--- config.mk ---
export PLATFORM = sky130hd
export DESIGN_NAME = fcam_ctrl
export DESIGN_NICKNAME = d
export VERILOG_FILES = /design/src/design/fcam_pkg.sv /design/src/design/fcam_ctrl.sv
export SDC_FILE = /design/constraint.sdc
export NUM_CORES = 1
export LEC_CHECK = 0
export ABC_CLOCK_PERIOD_IN_PS = 1550
export BUFFER_PORTS_ARGS = -buffer_cell sky130_fd_sc_hd__buf_4
export CORE_MARGIN = 2
export CORE_UTILIZATION = 35
export CTS_BUF_LIST = sky130_fd_sc_hd__clkbuf_4 sky130_fd_sc_hd__clkbuf_8 sky130_fd_sc_hd__clkbuf_16
export CTS_CLUSTER_SIZE = 25
export DETAILED_ROUTE_END_ITERATION = 10
export SYNTH_ARGS = -nofsm -noshare
export SYNTH_HDL_FRONTEND = slang
export SYNTH_SLANG_ARGS = --single-unit
--- constraint.sdc ---
create_clock -name clk -period 1.55 [get_ports clk]
set_input_delay 0.155 -clock clk [delete_from_list [all_inputs] [get_ports clk]]
set_output_delay 0.155 -clock clk [all_outputs]
set_load 0.005 [all_outputs]
--- src/design/fcam_pkg.sv ---
// Package: formats, constants, types and helpers for the fly camera core.
package fcam_pkg;

  localparam int ANG_W = 20;
  localparam int TRIG_W = 16;
  localparam int POS_W = 32;
  localparam int SPEED_W = 16;
  localparam int GAIN_W = 20;
  localparam int DELTA_W = 11;
  localparam int FTIME_W = 16;
  localparam int CFG_IDX_W = 1;
  localparam int CFG_DATA_W = 20;

  localparam logic [CFG_IDX_W-1:0] REG_MOVE_SPEED = 1'd0;
  localparam logic [CFG_IDX_W-1:0] REG_MOUSE_GAIN = 1'd1;

  localparam logic [SPEED_W-1:0] SPEED_RESET = 16'd768;
  localparam logic [GAIN_W-1:0] GAIN_RESET = 20'd33554;

  localparam logic signed [23:0] FIX_TWO_PI = 24'sd411775;
  localparam logic signed [23:0] FIX_PI = 24'sd205887;
  localparam logic signed [23:0] FIX_HALF_PI = 24'sd102944;
  localparam logic signed [23:0] PITCH_CLAMP = 24'sd101797;
  localparam logic signed [23:0] ANG_MAX = 24'sd524287;
  localparam logic signed [23:0] ANG_MIN = -24'sd524288;
  localparam logic signed [27:0] CORDIC_GAIN = 28'sd10188014;
  localparam logic signed [TRIG_W-1:0] TRIG_ONE = 16'sd16384;
  localparam int CORDIC_STEPS = 16;

  localparam logic signed [POS_W-1:0] EYE_Y_RESET = 32'sd131072;
  localparam logic signed [POS_W-1:0] EYE_Z_RESET = 32'sd524288;

  // CORDIC arctangent table, Q.24
  function automatic logic signed [27:0] atan_q24(input logic [3:0] i);
    case (i)
      4'd0: atan_q24 = 28'sd13176795;
      4'd1: atan_q24 = 28'sd7778716;
      4'd2: atan_q24 = 28'sd4110060;
      4'd3: atan_q24 = 28'sd2086331;
      4'd4: atan_q24 = 28'sd1047214;
      4'd5: atan_q24 = 28'sd524117;
      4'd6: atan_q24 = 28'sd262123;
      4'd7: atan_q24 = 28'sd131069;
      4'd8: atan_q24 = 28'sd65536;
      4'd9: atan_q24 = 28'sd32768;
      4'd10: atan_q24 = 28'sd16384;
      4'd11: atan_q24 = 28'sd8192;
      4'd12: atan_q24 = 28'sd4096;
      4'd13: atan_q24 = 28'sd2048;
      4'd14: atan_q24 = 28'sd1024;
      default: atan_q24 = 28'sd512;
    endcase
  endfunction

  function automatic logic signed [POS_W-1:0] sat32(input logic signed [63:0] v);
    if (v > 64'sd2147483647) sat32 = 32'sh7FFFFFFF;
    else if (v < -64'sd2147483648) sat32 = 32'sh80000000;
    else sat32 = v[POS_W-1:0];
  endfunction

  // Datapath operations issued by the controller
  localparam logic [3:0] OP_NONE = 4'd0;
  localparam logic [3:0] OP_LOAD = 4'd1;   // latch item and step
  localparam logic [3:0] OP_FWDX = 4'd2;
  localparam logic [3:0] OP_FWDZ = 4'd3;
  localparam logic [3:0] OP_MOVE = 4'd4;   // one axis of one key move
  localparam logic [3:0] OP_ANGLE = 4'd5;
  localparam logic [3:0] OP_CINIT = 4'd6;
  localparam logic [3:0] OP_CITER = 4'd7;
  localparam logic [3:0] OP_CDONE = 4'd8;
  localparam logic [3:0] OP_MAT = 4'd9;    // one matrix slot: product or dot step
  localparam logic [3:0] OP_OUT = 4'd10;

  typedef struct packed {
    logic [3:0] op;
    logic [1:0] key;    // forward, back, right, left
    logic [1:0] axis;   // x, y, z
    logic       sel;    // 0 yaw, 1 pitch
    logic [3:0] idx;    // cordic step or matrix slot
  } fcam_cmd_t;

  typedef struct packed {
    logic [3:0] keys;   // forward, back, right, left
    logic       shift;
  } fcam_status_t;

endpackage

--- src/design/fcam_ctrl.sv ---
// Controller: sequences movement, angle update, CORDIC and matrix products.
module fcam_ctrl
  import fcam_pkg::*;
(
  input  logic         clk,
  input  logic         rst_n,
  input  logic         in_valid,
  output logic         in_ready,
  input  logic         out_valid,
  input  fcam_status_t status,
  output fcam_cmd_t    cmd
);

  localparam logic [2:0] S_IDLE = 3'd0;
  localparam logic [2:0] S_FWD = 3'd1;
  localparam logic [2:0] S_MOVE = 3'd2;
  localparam logic [2:0] S_ANG = 3'd3;
  localparam logic [2:0] S_CORD = 3'd4;
  localparam logic [2:0] S_MAT = 3'd5;
  localparam logic [2:0] S_OUT = 3'd6;

  logic [2:0] state_r, state_nxt;
  logic [1:0] key_r, key_nxt;
  logic [1:0] axis_r, axis_nxt;
  logic       sel_r, sel_nxt;
  logic [4:0] cnt_r, cnt_nxt;

  // result register frees when the previous result is taken
  assign in_ready = (state_r == S_IDLE) && !out_valid;

  always_comb begin
    state_nxt = state_r;
    key_nxt = key_r;
    axis_nxt = axis_r;
    sel_nxt = sel_r;
    cnt_nxt = cnt_r;
    cmd = '0;
    cmd.key = key_r;
    cmd.axis = axis_r;
    cmd.sel = sel_r;
    cmd.idx = cnt_r[3:0];
    case (state_r)
      S_IDLE: begin
        if (in_valid && in_ready) begin
          cmd.op = OP_LOAD;
          state_nxt = S_FWD;
          cnt_nxt = '0;
        end
      end
      S_FWD: begin
        cmd.op = cnt_r[0] ? OP_FWDZ : OP_FWDX;
        cnt_nxt = cnt_r + 5'd1;
        if (cnt_r[0]) begin
          key_nxt = '0;
          axis_nxt = '0;
          state_nxt = S_MOVE;
        end
      end
      S_MOVE: begin
        cmd.op = (status.keys[key_r] && !status.shift) ? OP_MOVE : OP_NONE;
        if (axis_r == 2'd2) begin
          axis_nxt = '0;
          key_nxt = key_r + 2'd1;
          if (key_r == 2'd3) state_nxt = S_ANG;
        end else begin
          axis_nxt = axis_r + 2'd1;
        end
      end
      S_ANG: begin
        cmd.op = OP_ANGLE;
        sel_nxt = 1'b0;
        cnt_nxt = '0;
        state_nxt = S_CORD;
      end
      S_CORD: begin
        // cnt 0: init, 1..16: iterations, 17: finish
        if (cnt_r == 5'd0) cmd.op = OP_CINIT;
        else if (cnt_r == 5'd17) cmd.op = OP_CDONE;
        else begin
          cmd.op = OP_CITER;
          cmd.idx = 4'(cnt_r - 5'd1);
        end
        cnt_nxt = cnt_r + 5'd1;
        if (cnt_r == 5'd17) begin
          cnt_nxt = '0;
          if (sel_r) state_nxt = S_MAT;
          else sel_nxt = 1'b1;
        end
      end
      S_MAT: begin
        cmd.op = OP_MAT;
        cnt_nxt = cnt_r + 5'd1;
        if (cnt_r == 5'd12) state_nxt = S_OUT;
      end
      S_OUT: begin
        cmd.op = OP_OUT;
        state_nxt = S_IDLE;
      end
      default: state_nxt = S_IDLE;
    endcase
  end

  always_ff @(posedge clk) begin
    if (!rst_n) begin
      state_r <= S_IDLE;
      key_r <= '0;
      axis_r <= '0;
      sel_r <= 1'b0;
      cnt_r <= '0;
    end else begin
      state_r <= state_nxt;
      key_r <= key_nxt;
      axis_r <= axis_nxt;
      sel_r <= sel_nxt;
      cnt_r <= cnt_nxt;
    end
  end

endmodule

### Yosys cells after proc, flatten, opt, wreduce, memory -nomap -nowiden

Index checks and enable logic that the tools add are counted.

* logic and storage cells: 72
* bits in registers: 13
* bits of input ports: 9

* $lt $le $gt $ge: 1
* reduce and logical (&&, ||, !) cells: 16
* muxes and demuxes: 29
* $add $sub $neg: 4
* eq/ne operators: 17

Operator list (number)
* $pmux W4 S7: 1
* $mux W3: 8
* $mux W4: 5
* $pmux W5 S4: 1
* $pmux W3 S6: 1
* $ne A2 B2 Y1 const B: 6
* $mux W5: 2
* $eq A3 B3 Y1 const B: 3
* $pmux W2 S2: 2
* $reduce_and A7 Y1: 1
* $eq A3 B2 Y1 const B: 2
* $mux W2: 3
* $reduce_and A2 Y1: 3
* $add A5 B1 Y5 const B: 1
* $eq A5 B4 Y1 const B: 1
* $eq A5 B5 Y1 const B: 1
* $logic_not A5 Y1: 1
* $add A2 B1 Y2 const B: 2
* $eq A2 B2 Y1 const B: 2
* $mux W1: 4
* $reduce_bool A2 Y1: 2
* $reduce_bool A4 Y1: 1
* $sub A4 B1 Y4 const B: 1
* $eq A3 B1 Y1 const B: 1
* other kinds (9): 12

### Logic depth before layout (Yosys ltp)

* depth in word-level cells: 5
* gate-level depth with buffers: 8
* mapped depth without buffers: 8

### Worst setup path after synthesis

OpenSTA, ideal clock, no wires.

* path kind: register -> output
* from: reg cnt_r[0]
* to: out cmd[9] in the netlist's numbering
* arrival: 1.374 ns
* slack: 0.021 ns
* stages on the path, launching flop included: 8
* required time: 1.395 ns
* path buffers: 1
* cells stage by stage: dfxtp_1 > buf_2 > inv_1 > ha_1 > nor4b_1 > nor3_1 > o21ai_1 > a22oi_2

RTL lines
* start: declaration: RTL line fcam_ctrl.sv:26 `logic [4:0] cnt_r, cnt_nxt;`
* start signal: assignment: RTL line fcam_ctrl.sv:115 `cnt_r <= cnt_nxt;`
* end: declaration: RTL line fcam_ctrl.sv:11 `output fcam_cmd_t cmd`

==> metrics.md <==
| Metric | Value |
|---|---|
| FFs w/ async S/R, synth | `0%` |
| Layout filler cell count | `222` |
| Failing checks | `setup timing` |
| R2R depth | `9` |
| Post-synth cell types | `42` |
| Cell Area, Synth | `1061 um2` |
| Initial DRC Count | `67` |
| Nets@finish | `192` |
| Setup Crit Path Kind | `flip-flop to primary output` |
| Total die area | `3488 um2` |
| #FFs+latches synth | `13` |
| Yosys warnings | `0` |
| Post-synth EDFFs | `0` |
| Worst vdd ir | `0.0002909 V` |
| Status | `complete, but fails checks` |
| Die H | `59.06 um` |
| Via/cell ratio | `5.420` |
| Tot Pwr | `1.338 mW` |
| # IOs | `23` |
| Core Box Area | `2829 um2` |
| Net Count, Synth | `146` |
| Slew headroom | `76.97%` |
| Residual DRC count | `0` |
| Post-Syn Area per Cell | `8.099 um2` |
| CTS Buf Count | `3` |
| Gate Count Post-Synth | `131` |
| Initial antenna violation count | `0` |
| Setup TNS | `-1767 ps` |
| DRT Wirelength | `2.880 mm` |
| I/O Buffers | `22` |
| DIE WIDTH | `59.06 um` |
| P&R area growth vs syn | `55.19%` |
| Final hold viol count | `0` |
| Via count | `1122` |
| Worst Setup Slack, final | `-226.9 ps` |
| Overflow after GRT | `0` |
| Final Core Density | `58.20%` |
| Power Dens Cells | `812.6 nW/um2` |
| Total of max-cap violations | `0` |
| Final setup vio count | `13` |
| Routability cong. | `0.8554` |
| Initial core utilization | `37.51%` |
| CTS Sinks | `13` |
| TritonCTS clock tree | `built` |
| Placed instance area | `1370 um2` |
| All-Layer GR Usage | `19.16%` |
| First-pass GRT wire length | `5.016 mm` |
| Proportion of layout cells with a drive suffix above 1 | `51.14%` |
| Ant diodes | `0` |
| FP Rows | `19` |
| CP Capture Type | `primary output` |
| Final instance area | `1647 um2` |
| Sequential-to-total area share from yosys stat | `24.53%` |
| Routed WL per cell | `13.91 um` |
| Startpoint Class | `flip-flop` |
| Clock Tree Buf Depth | `2` |
| CP required | `1390 ps` |
| Static Leak | `0.6582 nW` |
| First-pass DRT Iterations | `5` |
| Worst-margin pin slew | `342.4 ps` |
| Clock latency on the worst-skew pair | `270 ps` |
| Root Buffer | `clkbuf_4` |
| Worst hold slack | `184.0 ps` |
| Synth Flop Type | `dfxtp_1` |
| DP HPWL | `2.018 mm` |
| Final Cycle Share | `114.6%` |
| Worst Hold Depth | `2` |
| Post-DRT Antenna Nets | `0` |
| Worst hold-check path type | `input port to flip-flop` |
| Clock Skew | `6.360 ps` |
| Pins Over Slew Limit | `0` |
| Clock transition at the registers of the reported paths | `80 ps` |
| Tmin final | `1777 ps` |
| Vias in the first global route | `1150` |
| RSZ-0062 raised after global routing | `yes` |
| Worst EP arrival | `1620 ps` |
| Largest net degree at the start of global routing | `22` |
| Fmax | `562.8 MHz` |
| H-tree levels | `1` |
| CP max FO | `5` |
[flip-flops by register name, summed over array words and instances (netlist names)]
register / flops
axis_r: 2
cnt_r: 5
key_r: 2
sel_r: 1
state_r: 3
[synthesized netlist by cell type (all sizes together), types with 3 or more instances]
master,number,area share [%]
nand2,9,3.2
nor3,3,1.4
nand3,4,1.9
nand2b,5,2.9
mux2i,5,4.7
and2,4,2.4
a21oi,7,3.3
nand4b,3,2.5
xnor2,4,3.3
o21ai,7,3.3
ha,6,7.1
inv,5,1.8
nand3b,3,2.1
buf,7,4.2
a21boi,4,2.8
nor2,12,4.5
a31oi,4,2.4
dfxtp,13,25
nor2b,5,2.9
[metal layers]
layer	routed length, um	global-route usage, %	vias up
met1	1233	22.83	527
li1	-	-	562
met3	124	3.930	2
met4	17	6.494	0
met2	1504	33.97	31
met5	0	0	-
[logic make-up after synthesis]
family / Yosys count / synth area share (%)
xor+xnor: 4 / 3.302
simple gates: 57 / 32.43
compound gates: 31 / 19.10
flops: 13 / 24.53
fa+ha+maj: 6 / 7.075
mux: 6 / 6.840
buf+inv: 14 / 6.721
[area by class of cell]
class	instances	area [um2]	share of cell area, %
Multi-Input combinational cell	104	879.6	53.42
Timing Repair Buffer	50	401.6	24.39
Sequential cell	13	270.3	16.41
Tap cell	31	38.79	2.356
Clock buffer	4	30.03	1.824
Inverter	5	26.28	1.596
[what timing repair did]
item,CTS,global route
resized for setup,31,23
setup buffers,7,2
endpoints found under the setup margin,10,14
hold buffers,0,0
pin swaps,15,7
[path summary, 6_finish.rpt]
path | startpoint | slack (ps) | end
worst min register to register | sel_r | 510 | sel_r
worst min-delay path | rst_n | 180 | state_r[1]
worst max register to register | cnt_r[1] | -40 | cnt_r[3]
worst max-delay path | cnt_r[0] | -230 | cmd[1]
[critical path, stage by stage, from the launching register on]
cell     delay (ps)
dfxtp_4         380
inv_4            60
ha_4            120
nor4b_4         300
nor2_4          100
buf_4           150
a21oi_2         120
buf_4           110
[power breakdown]
part	internal (mW)	total, mW	switching (mW)
Sequential	0.370	0.402	0.0324
Clock	0.117	0.226	0.109
Combinational	0.347	0.710	0.363
Total	0.833	1.34	0.505
[cell usage in the layout, fill, tap and decap left out, drive strengths merged, types with 2 or more instances in the layout]
cell type   n
a21boi      4
a21oi       7
a31oi       4
and2        4
buf        50
clkbuf      4
dfxtp      13
ha          6
inv         5
mux2i       5
nand2       9
nand2b      5
nand3       4
nand3b      3
nand4b      3
nor2       12
nor2b       5
nor3        3
nor3b       2
o211ai      2
o21ai       7
or3b        2
xnor2       4
[stage by stage]
stage / std cells / setup WS, ps
2_1_floorplan: 131 / 21.23
3_3_place_gp: 196 / -60.61
3_5_place_dp: 196 / -99.82
4_1_cts: 206 / -249.2
5_1_grt: 207 / -330.3
6_report: 207 / -226.9
No activity file was read; power rests on OpenSTA's default activity.
